### src/rtl/single_wire_sensor_reader_macros.svh
// assertion macros for the single-wire sensor reader
`ifndef SINGLE_WIRE_SENSOR_READER_MACROS_SVH
`define SINGLE_WIRE_SENSOR_READER_MACROS_SVH

`ifndef SYNTH
// same-cycle implication, disabled during reset
`define SWSR_ASSERT_IMP(label, clk, rstn, ante, cons, msg) \
    label: assert property (@(posedge clk) disable iff (!rstn) (ante) |-> (cons)) \
        else $error(msg);
// next-cycle implication, disabled during reset
`define SWSR_ASSERT_NEXT(label, clk, rstn, ante, cons, msg) \
    label: assert property (@(posedge clk) disable iff (!rstn) (ante) |=> (cons)) \
        else $error(msg);
`else
`define SWSR_ASSERT_IMP(label, clk, rstn, ante, cons, msg)
`define SWSR_ASSERT_NEXT(label, clk, rstn, ante, cons, msg)
`endif

`endif

### src/rtl/swsr_pkg.sv
package swsr_pkg;

    // sequencer phases
    typedef enum logic [3:0] {
        PH_IDLE       = 4'd0,
        PH_PRE_HIGH   = 4'd1,
        PH_START_LOW  = 4'd2,
        PH_RELEASE    = 4'd3,
        PH_SETTLE     = 4'd4,
        PH_RESP_LOW   = 4'd5,
        PH_RESP_DELAY = 4'd6,
        PH_RESP_HIGH  = 4'd7,
        PH_BYTE_LOW   = 4'd8,
        PH_BYTE_LEAD  = 4'd9,
        PH_BIT_RISE   = 4'd10,
        PH_BIT_SAMPLE = 4'd11,
        PH_BIT_FALL   = 4'd12,
        PH_BIT_TAIL   = 4'd13
    } phase_t;

    // register indexes (byte address / 4)
    localparam logic [2:0] REG_PRE_HIGH   = 3'd0;
    localparam logic [2:0] REG_START_LOW  = 3'd1;
    localparam logic [2:0] REG_RELEASE    = 3'd2;
    localparam logic [2:0] REG_SETTLE     = 3'd3;
    localparam logic [2:0] REG_RESP_DELAY = 3'd4;
    localparam logic [2:0] REG_BYTE_LEAD  = 3'd5;
    localparam logic [2:0] REG_SAMPLE     = 3'd6;
    localparam logic [2:0] REG_BIT_TAIL   = 3'd7;

    // register reset values
    localparam logic [15:0] PRE_HIGH_RST   = 16'd1250;
    localparam logic [7:0]  START_LOW_RST  = 8'd20;
    localparam logic [7:0]  RELEASE_RST    = 8'd40;
    localparam logic [7:0]  SETTLE_RST     = 8'd10;
    localparam logic [7:0]  RESP_DELAY_RST = 8'd40;
    localparam logic [7:0]  BYTE_LEAD_RST  = 8'd35;
    localparam logic [7:0]  SAMPLE_RST     = 8'd70;
    localparam logic [7:0]  BIT_TAIL_RST   = 8'd10;

    // edge wait limit in ticks
    localparam logic [15:0] TIMEOUT_TICKS = 16'hFFFF;

    // bytes kept for the result
    localparam int KEPT_BYTES = 3;

endpackage

### src/rtl/single_wire_sensor_reader.sv
// one tick beat in, one result beat out per accepted beat; result is registered
// and valid on the cycle after the accepting edge
// throughput one beat per cycle; only a stalled output register holds off input
// aresetn (synchronous, active low) puts the sequencer in idle, clears counters,
// received bytes and timeout flag, and loads the register reset values
`include "single_wire_sensor_reader_macros.svh"

module single_wire_sensor_reader #(
    parameter int BYTE_COUNT = 3
) (
    input  logic        aclk,
    input  logic        aresetn,
    // input ticks
    input  logic        s_tvalid,
    output logic        s_tready,
    input  logic [7:0]  s_tdata,   // [0] start_request, [1] line_level
    // results
    output logic        m_tvalid,
    input  logic        m_tready,
    output logic [31:0] m_tdata,   // [0] drive_enable, [1] drive_level, [2] busy_res,
                                   // [3] done_res, [11:4] first_byte, [19:12] second_byte,
                                   // [27:20] third_byte, [28] timeout_seen
    // register port
    input  logic        psel,
    input  logic        penable,
    input  logic        pwrite,
    input  logic [4:0]  paddr,
    input  logic [31:0] pwdata,
    output logic [31:0] prdata,
    output logic        pready
);
    import swsr_pkg::*;

    localparam int BYTE_IDX_W = (BYTE_COUNT > 1) ? $clog2(BYTE_COUNT) : 1;
    localparam logic [BYTE_IDX_W-1:0] LAST_BYTE = BYTE_IDX_W'(BYTE_COUNT - 1);

    // configuration registers
    logic [15:0] pre_high_reg;
    logic [7:0]  start_low_reg;
    logic [7:0]  release_reg;
    logic [7:0]  settle_reg;
    logic [7:0]  resp_delay_reg;
    logic [7:0]  byte_lead_reg;
    logic [7:0]  sample_reg;
    logic [7:0]  bit_tail_reg;

    // sequencer state
    phase_t                phase_reg, phase_next;
    logic [15:0]           tick_reg, tick_next;
    logic [2:0]            bit_reg, bit_next;
    logic [BYTE_IDX_W-1:0] byte_reg, byte_next;
    logic [7:0]            shift_reg, shift_next;
    logic [7:0]            rx_reg [KEPT_BYTES];
    logic [7:0]            rx_next [KEPT_BYTES];
    logic                  timeout_reg, timeout_next;
    logic                  done_next;

    // output register
    logic        m_tvalid_reg;
    logic [31:0] m_tdata_reg;
    logic        drive_en_next;
    logic        drive_lvl_next;
    logic        busy_next;

    logic        s_accept;
    logic        start_req;
    logic        line_lvl;
    logic        cfg_write;

    // per-phase timing selection
    logic        is_wait;
    logic        want_level;
    logic [15:0] delay_limit;
    logic        step_done;
    logic        step_timeout;
    logic [15:0] tick_inc;
    logic [2:0]  byte_ext;

    assign start_req = s_tdata[0];
    assign line_lvl  = s_tdata[1];
    assign s_tready  = !m_tvalid_reg || m_tready;
    assign s_accept  = s_tvalid && s_tready;
    assign m_tvalid  = m_tvalid_reg;
    assign m_tdata   = m_tdata_reg;
    assign pready    = 1'b1;
    assign cfg_write = psel && penable && pwrite && pready;
    assign byte_ext  = 3'(byte_reg);
    assign tick_inc  = tick_reg + 16'd1;

    // register writes
    always_ff @(posedge aclk) begin
        if (!aresetn) begin
            pre_high_reg   <= PRE_HIGH_RST;
            start_low_reg  <= START_LOW_RST;
            release_reg    <= RELEASE_RST;
            settle_reg     <= SETTLE_RST;
            resp_delay_reg <= RESP_DELAY_RST;
            byte_lead_reg  <= BYTE_LEAD_RST;
            sample_reg     <= SAMPLE_RST;
            bit_tail_reg   <= BIT_TAIL_RST;
        end else if (cfg_write) begin
            unique case (paddr[4:2])
                REG_PRE_HIGH:   pre_high_reg   <= pwdata[15:0];
                REG_START_LOW:  start_low_reg  <= pwdata[7:0];
                REG_RELEASE:    release_reg    <= pwdata[7:0];
                REG_SETTLE:     settle_reg     <= pwdata[7:0];
                REG_RESP_DELAY: resp_delay_reg <= pwdata[7:0];
                REG_BYTE_LEAD:  byte_lead_reg  <= pwdata[7:0];
                REG_SAMPLE:     sample_reg     <= pwdata[7:0];
                REG_BIT_TAIL:   bit_tail_reg   <= pwdata[7:0];
            endcase
        end
    end

    // register readback
    always_comb begin
        unique case (paddr[4:2])
            REG_PRE_HIGH:   prdata = 32'(pre_high_reg);
            REG_START_LOW:  prdata = 32'(start_low_reg);
            REG_RELEASE:    prdata = 32'(release_reg);
            REG_SETTLE:     prdata = 32'(settle_reg);
            REG_RESP_DELAY: prdata = 32'(resp_delay_reg);
            REG_BYTE_LEAD:  prdata = 32'(byte_lead_reg);
            REG_SAMPLE:     prdata = 32'(sample_reg);
            REG_BIT_TAIL:   prdata = 32'(bit_tail_reg);
        endcase
    end

    // delay length or awaited level of the current phase
    always_comb begin
        is_wait     = 1'b0;
        want_level  = 1'b0;
        delay_limit = 16'd0;
        unique case (phase_reg)
            PH_PRE_HIGH:   delay_limit = pre_high_reg;
            PH_START_LOW:  delay_limit = 16'(start_low_reg);
            PH_RELEASE:    delay_limit = 16'(release_reg);
            PH_SETTLE:     delay_limit = 16'(settle_reg);
            PH_RESP_DELAY: delay_limit = 16'(resp_delay_reg);
            PH_BYTE_LEAD:  delay_limit = 16'(byte_lead_reg);
            PH_BIT_SAMPLE: delay_limit = 16'(sample_reg);
            PH_BIT_TAIL:   delay_limit = 16'(bit_tail_reg);
            PH_RESP_LOW, PH_BYTE_LOW, PH_BIT_FALL: begin
                is_wait    = 1'b1;
                want_level = 1'b0;
            end
            PH_RESP_HIGH, PH_BIT_RISE: begin
                is_wait    = 1'b1;
                want_level = 1'b1;
            end
            default: delay_limit = 16'd0;
        endcase
    end

    // end of a delay or an edge wait on this tick
    always_comb begin
        step_timeout = is_wait && (line_lvl != want_level) && (tick_reg >= TIMEOUT_TICKS);
        if (is_wait) begin
            step_done = (line_lvl == want_level) || step_timeout;
        end else begin
            step_done = tick_reg >= delay_limit;
        end
    end

    // next state
    always_comb begin
        phase_next   = phase_reg;
        tick_next    = step_done ? 16'd0 : tick_inc;
        bit_next     = bit_reg;
        byte_next    = byte_reg;
        shift_next   = shift_reg;
        rx_next      = rx_reg;
        timeout_next = timeout_reg || step_timeout;
        done_next    = 1'b0;
        unique case (phase_reg)
            PH_IDLE: begin
                tick_next = 16'd0;
                if (start_req) begin
                    bit_next     = 3'd0;
                    byte_next    = '0;
                    shift_next   = 8'd0;
                    timeout_next = 1'b0;
                    for (int j = 0; j < KEPT_BYTES; j++) begin
                        rx_next[j] = 8'd0;
                    end
                    phase_next = PH_PRE_HIGH;
                end
            end
            PH_PRE_HIGH:   if (step_done) phase_next = PH_START_LOW;
            PH_START_LOW:  if (step_done) phase_next = PH_RELEASE;
            PH_RELEASE:    if (step_done) phase_next = PH_SETTLE;
            PH_SETTLE:     if (step_done) phase_next = PH_RESP_LOW;
            PH_RESP_LOW:   if (step_done) phase_next = PH_RESP_DELAY;
            PH_RESP_DELAY: if (step_done) phase_next = PH_RESP_HIGH;
            PH_RESP_HIGH:  if (step_done) phase_next = PH_BYTE_LOW;
            PH_BYTE_LOW:   if (step_done) phase_next = PH_BYTE_LEAD;
            PH_BYTE_LEAD: begin
                if (step_done) begin
                    bit_next   = 3'd0;
                    shift_next = 8'd0;
                    phase_next = PH_BIT_RISE;
                end
            end
            PH_BIT_RISE:   if (step_done) phase_next = PH_BIT_SAMPLE;
            PH_BIT_SAMPLE: begin
                if (step_done) begin
                    // lsb-first: new bit enters at the top
                    shift_next = {line_lvl, shift_reg[7:1]};
                    phase_next = PH_BIT_FALL;
                end
            end
            PH_BIT_FALL:   if (step_done) phase_next = PH_BIT_TAIL;
            PH_BIT_TAIL: begin
                if (step_done) begin
                    if (bit_reg == 3'd7) begin
                        // byte complete: keep it if it has a slot
                        for (int j = 0; j < KEPT_BYTES; j++) begin
                            if (byte_ext == 3'(j)) begin
                                rx_next[j] = shift_reg;
                            end
                        end
                        bit_next = 3'd0;
                        if (byte_reg == LAST_BYTE) begin
                            byte_next  = '0;
                            done_next  = 1'b1;
                            phase_next = PH_IDLE;
                        end else begin
                            byte_next  = byte_reg + 1'b1;
                            phase_next = PH_BYTE_LOW;
                        end
                    end else begin
                        bit_next   = bit_reg + 3'd1;
                        phase_next = PH_BIT_RISE;
                    end
                end
            end
            default: begin
                tick_next  = 16'd0;
                phase_next = PH_IDLE;
            end
        endcase
    end

    // pin control and status from the new phase
    always_comb begin
        drive_en_next  = (phase_next == PH_PRE_HIGH) || (phase_next == PH_START_LOW) ||
                         (phase_next == PH_RELEASE);
        drive_lvl_next = (phase_next == PH_PRE_HIGH) || (phase_next == PH_RELEASE);
        busy_next      = phase_next != PH_IDLE;
    end

    // state update on each accepted beat
    always_ff @(posedge aclk) begin
        if (!aresetn) begin
            phase_reg   <= PH_IDLE;
            tick_reg    <= 16'd0;
            bit_reg     <= 3'd0;
            byte_reg    <= '0;
            shift_reg   <= 8'd0;
            timeout_reg <= 1'b0;
            for (int j = 0; j < KEPT_BYTES; j++) begin
                rx_reg[j] <= 8'd0;
            end
        end else if (s_accept) begin
            phase_reg   <= phase_next;
            tick_reg    <= tick_next;
            bit_reg     <= bit_next;
            byte_reg    <= byte_next;
            shift_reg   <= shift_next;
            timeout_reg <= timeout_next;
            rx_reg      <= rx_next;
        end
    end

    // result register
    always_ff @(posedge aclk) begin
        if (!aresetn) begin
            m_tvalid_reg <= 1'b0;
        end else if (s_accept) begin
            m_tvalid_reg <= 1'b1;
        end else if (m_tready) begin
            m_tvalid_reg <= 1'b0;
        end
    end

    always_ff @(posedge aclk) begin
        if (s_accept) begin
            m_tdata_reg <= {3'b000, timeout_next, rx_next[2], rx_next[1], rx_next[0],
                            done_next, busy_next, drive_lvl_next, drive_en_next};
        end
    end

    // checks
    `SWSR_ASSERT_NEXT(a_start_enters_pre_high, aclk, aresetn,
        s_accept && (phase_reg == PH_IDLE) && start_req, phase_reg == PH_PRE_HIGH,
        "start beat in idle did not begin the pre-high phase")
    `SWSR_ASSERT_NEXT(a_state_holds_without_beat, aclk, aresetn,
        !s_accept, $stable(phase_reg) && $stable(tick_reg),
        "sequencer moved without an accepted beat")
    `SWSR_ASSERT_IMP(a_done_ends_read, aclk, aresetn,
        m_tvalid_reg && m_tdata_reg[3], !m_tdata_reg[2] && (phase_reg == PH_IDLE),
        "done result while the read is still running")
    `SWSR_ASSERT_IMP(a_ready_when_empty, aclk, aresetn,
        !m_tvalid_reg, s_tready,
        "input stalled while the result register is empty")

endmodule

### config.mk
export PLATFORM = sky130hd
export DESIGN_NAME = single_wire_sensor_reader
export DESIGN_NICKNAME = d
export VERILOG_FILES = /design/src/rtl/swsr_pkg.sv /design/src/rtl/single_wire_sensor_reader.sv
export VERILOG_INCLUDE_DIRS = /design/src /design/src/rtl
export SDC_FILE = /design/constraint.sdc
export NUM_CORES = 1
export LEC_CHECK = 0
export BUFFER_PORTS_ARGS = -buffer_cell sky130_fd_sc_hd__buf_4
export CAP_MARGIN = 20
export CORE_UTILIZATION = 55
export CTS_CLUSTER_SIZE = 12
export DETAILED_ROUTE_END_ITERATION = 8
export PLACE_DENSITY = 0.77
export SLEW_MARGIN = 15
export SYNTH_ARGS = -nofsm -noshare
export SYNTH_HDL_FRONTEND = slang
export SYNTH_SLANG_ARGS = --single-unit
### constraint.sdc
create_clock -name aclk -period 4.6 [get_ports aclk]
set_input_delay 0.46 -clock aclk [delete_from_list [all_inputs] [get_ports aclk]]
set_output_delay 0.46 -clock aclk [all_outputs]
set_load 0.03 [all_outputs]
# --- After elaboration in Yosys (flattened, before gate mapping) ---
# Cells that the tools add are included.
# Widths: inputs -> output; s select.
classes:
  addsub: 3
  mul: 0
  div: 0
  magnitude_cmp: 2
  eq_ne: 33
  n_shift: 0
  n_mux: 50
  n_bitwise: 0
  n_reduce_logical: 35
op_table:
  columns: ["cell", "n"]
  rows:
  - ["$pmux 32 s8", 1]
  - ["$pmux 16 s8", 1]
  - ["$mux 24", 3]
  - ["$mux 4", 16]
  - ["$pmux 4 s14", 1]
  - ["$mux 8", 6]
  - ["$pmux 24 s2", 1]
  - ["$mux 16", 2]
  - ["$eq 4x4->1 const B", 6]
  - ["$pmux 8 s3", 1]
  - ["$add 16x1->16 const B", 1]
  - ["$eq 4x2->1 const B", 4]
  - ["$eq 4x3->1 const B", 4]
  - ["$ge 16x16->1", 1]
  - ["$ge 16x16->1 const B", 1]
  - ["$reduce_and 2->1", 8]
  - ["$eq 3x3->1 const B", 5]
  - ["$reduce_and 5->1", 3]
  - ["$reduce_or 13->1", 1]
  - ["$mux 3", 4]
  - ["$ne 2x2->1 const B", 5]
  - ["$pmux 3 s3", 1]
  - ["$eq 4x1->1 const B", 2]
  - ["$mux 1", 8]
  - ["21 further kinds", 37]
word_totals:
  register_bits: 160
  latchBits: 0
  mem_bits_rw: 0
  mem_bits_ro: 0
  input_bits: 52
  out_inout_bits: 67
  word_cells: 143
  n_memories: 0

# --- Logic depth before layout (Yosys ltp) ---
logic_depth:
  word_depth: 13
  ltp_mapped: 19

# --- Least setup slack after synthesis ---
# Ideal clock, no wire load.
synth_path:
  path_kind: "reg2reg"
  start: "register phase_reg[1]"
  end: "register m_tdata_reg[2], in the netlist m_tdata[2] (data pin)"
  setup_time_ns: 0.272
  arrival_ns: 3.763
  setup_slack_ns: 0.565
  stages_incl_launch_ff: 16
  n_path_buf: 4
  period_less_slack_ns: 4.035
  path_cell_list: "dfxtp_1 > clkbuf_1 > clkbuf_1 > clkbuf_1 > a31oi_1 > o22ai_1 > a211oi_1 > ha_1 > a41o_1 > a21oi_1 > nor3_1 > or4b_4 > buf_6 > and3_4 > o21a_1 > or4b_1"
synth_between:
  elab_chain_cells: 11
  word_cells_on_any_way: 42
synth_lines:
  columns: ["element", "line", "source"]
  rows:
  - ["from (decl)", "single_wire_sensor_reader.sv:48", "phase_t phase_reg, phase_next;"]
  - ["from (signal assigned)", "single_wire_sensor_reader.sv:265", "phase_reg <= phase_next;"]
  - ["branches (longest 9 deep; another with $ge 16x16->1)", null, null]
  - ["$pmux 4 s14 *", "single_wire_sensor_reader.sv:175", "unique case (phase_reg)"]
  - ["$reduce_bool 4->1 *", "single_wire_sensor_reader.sv:249", "busy_next = phase_next != PH_IDLE;"]
  - ["via busy_next", "single_wire_sensor_reader.sv:63", "logic busy_next;"]
  - ["to (signal assigned)", "single_wire_sensor_reader.sv:288", "m_tdata_reg <= {3'b000, timeout_next, rx_next[2], rx_next[1], rx_next[0],"]
  - ["to (decl)", "single_wire_sensor_reader.sv:60", "logic [31:0] m_tdata_reg;"]
# Mark *: on every way through the listed nets, which the timed path passes.
# A chain may end at the register's enable or synchronous reset.

# --- Worst setup path in the final report ---
layout_path:
  start: "register phase_reg[2]"
  end: "register m_tdata_reg[2], in the netlist m_tdata[2] (data pin)"
# Same word-level chain as after synthesis.

==> flow_summary.yaml <==
grt:
  grt_use_met2_pct: 46.3
  use_met3_pct: 5.27
  grt_pass1_vias: 6476
  grt_pass1_wl_microns: 34200
  grt_max_degree: 72
  global_route.overflow_total: 0
  grt_usage_pct: 29.2
  antenna_found_initial: 0
  grtUsageMet1_pct: 40.2
  grt-busiest-layer: "met2"
timing:
  final_max_slew_viol_count: 0
  fmax_mhz: 224
  worst_slew_pin_slew_ns: 1.14
  period_share_pct: 97.1
  fin_skew_ns: 0.0122
  finalSetupViolCount: 0
  final_hold_viol_count: 0
  slew_headroom_pct: 23.7
  finalSetupTns_ns: 0
  fin_crit_ns: 4.47
  rsz0062_at_grt: "false"
status:
  status: "finished clean"
routing:
  wl_microns: 21400
  wl_per_cell_microns: 17.8
  ant_nets: 0
  vias_per_cell: 6.00
  drtPass1Iterations: 5
  drc: 0
  drt_iter0_markers: 1031
  vias: 7245
clock_tree:
  clk_pin_slew_ns: 0.06
  cts.hold.buffers_added: 0
  cts-root-buf: "clkbuf_16"
  cts_buffer_depth: 2
  htreeDepth: 4
  clk-insertion-delay-late_ns: 0.43
  tritoncts: "built"
  numCtsBuffers: 17
  cts.sinks: 160
worst_setup_path:
  r2r-end: "m_tdata[2]"
  crit_fanout: 13
  reg2reg_from: "phase_reg[2]"
  cp-end-kind: "flop"
  critPathKind: "reg2reg"
  startpoint_type: "flop"
  reg2reg_depth: 12
  cp.arrival_ns: 4.64
  cp.required_ns: 4.77
  reg2reg_slack_ns: 0.13
yosys:
  synth_cells: 956
  syn_area_sq_um: 8190
  synth_edf_count: 29
  synth_top_flop_cell: "dfxtp_1"
  ys_ff_latch: 160
  synth_area_per_cell_sq_um: 8.56
  yosysWarningCount: 0
  async_flop_share_pct: 0
  ys_types: 68
  yosysSeqAreaShare_pct: 42.7
floorplanning:
  coreArea_sq_um: 14500
  start_util_pct: 56.3
  die_h_microns: 124
  rows: 44
  ioPinCount: 119
  die_x_microns: 124
  die_area_sq_um: 15400
cells_and_area:
  fin_nets: 1082
  antenna_cells: 0
  syn_to_final_growth_pct: 15.4
  largest_reg_flops: 29
  final_common_cell: "nand2_1"
  layout-drive-gt1-share_pct: 15.3
  layout_common_cells: "198 x nand2_1, 131 x dfxtp_1, 96 x buf_4, 77 x nor2_1, 76 x mux2i_1"
run:
  cap_violations: 0
min_path:
  hp-class: "in2reg"
  holdPathStages: 3
  holdPathEnd: "pre_high_reg[10]"
  min-delay-start: "pwdata[10]"
placement:
  dp_hpwl_microns: 14100
  gp_congestion: 0.904
  port_buffers: 74
power:
  ir_drop_uv: 277
  power_uw: 3400
  p_leak_uw: 0.00348
  p_per_area_nw_per_um2: 360
## synth_stat cells (6+ instances only)
master,number,area share [%]
a221oi_1,6,0.64
clkbuf_1,38,1.7
o22ai_1,31,2.4
nor3_1,13,0.79
inv_1,15,0.69
o21a_1,6,0.55
ha_1,19,2.9
o311ai_0,9,0.96
buf_4,20,1.8
mux2i_1,76,9.3
or3_1,6,0.46
a31oi_1,6,0.46
a21oi_1,52,3.2
dfxtp_1,131,32
nand4_1,7,0.53
edfxtp_1,29,11
a22oi_1,6,0.55
and2_1,12,0.92
buf_2,7,0.43
mux2_2,10,1.4
nand2_1,198,9.1
buf_1,13,0.60
o21ai_0,38,2.3
nor2_1,78,3.6
nand3_1,45,2.8
## kinds of logic (layout without fill, tap and decap cells)
kind of cell	Yosys count	count (layout)	synth area share, %
other cells	2	20	0.0917
compound gates	191	191	15.3
buf+inv	99	148	5.84
xor+xnor	3	3	0.321
fa+ha+maj	19	19	2.90
simple gates	392	392	21.2
mux	90	90	11.8
flops	160	160	42.7
## per-layer routing
layer / vias to the layer above / share of wire (%)
li1: 3463 / -
met1: 3430 / 44
met2: 314 / 47
met3: 38 / 7.3
met4: 0 / 1.8
met5: - / 0
## worst max-delay path by stage
stage	slack, ns	end	from	cells after the start
after detailed placement	0.31	m_tdata[2]	phase_reg[2]	12
after floorplan	0.57	m_tdata[2]	phase_reg[1]	15
after CTS	0.28	m_tdata[2]	phase_reg[2]	12
after global placement	0.38	m_tdata[2]	phase_reg[2]	13
after global routing	0.05	m_tdata[2]	phase_reg[2]	13
final	0.13	m_tdata[2]	phase_reg[2]	12
## power by group
group | switching [uW] | leakage [uW] | internal, uW
sequential | 19.0 | 0.00134 | 1450
clock | 593 | 0.000294 | 909
combinational | 286 | 0.00185 | 143
## final cells by class
class	instances	area, sq um
well taps	184	230
multi-input cells	715	4290
clock buffers	18	429
inverters	18	67.6
fillers	1237	5090
clock inverters	13	185
flip-flops and latches	160	3490
repair buffers	99	748
## critical path, stage by stage, from the launching register on
cell and delay [ns]:
dfxtp_1 0.71, buf_4 0.27, mux2i_1 0.19, o22ai_1 0.10, a221o_1 0.27, a221oi_1 0.45, ha_1 0.33, o21ai_0 0.16
a221oi_1 0.09, or4b_4 0.63, nand3_1 0.25, mux2i_1 0.30, or4b_1 0.45
## stage by stage
stage	setup slack (ns)	hold WS, ns	std cells	util, %	instance area [sq um]
CTS	0.281	0.248	1204	64.7	9410
detailed placement	0.306	0.461	1173	60.5	8800
floorplan	0.565	0.442	974	-	8260
global route	0.0510	0.256	1207	65.0	9450
global placement	0.377	0.449	1172	60.5	8790
finish	0.132	0.258	1207	65.0	9450
## repair_timing
item | CTS | global route
setup endpoints to repair | 0 | 9
gates resized for setup | 0 | 1
buffers inserted | 0 | 0
(Power assumes the default switching activity.)
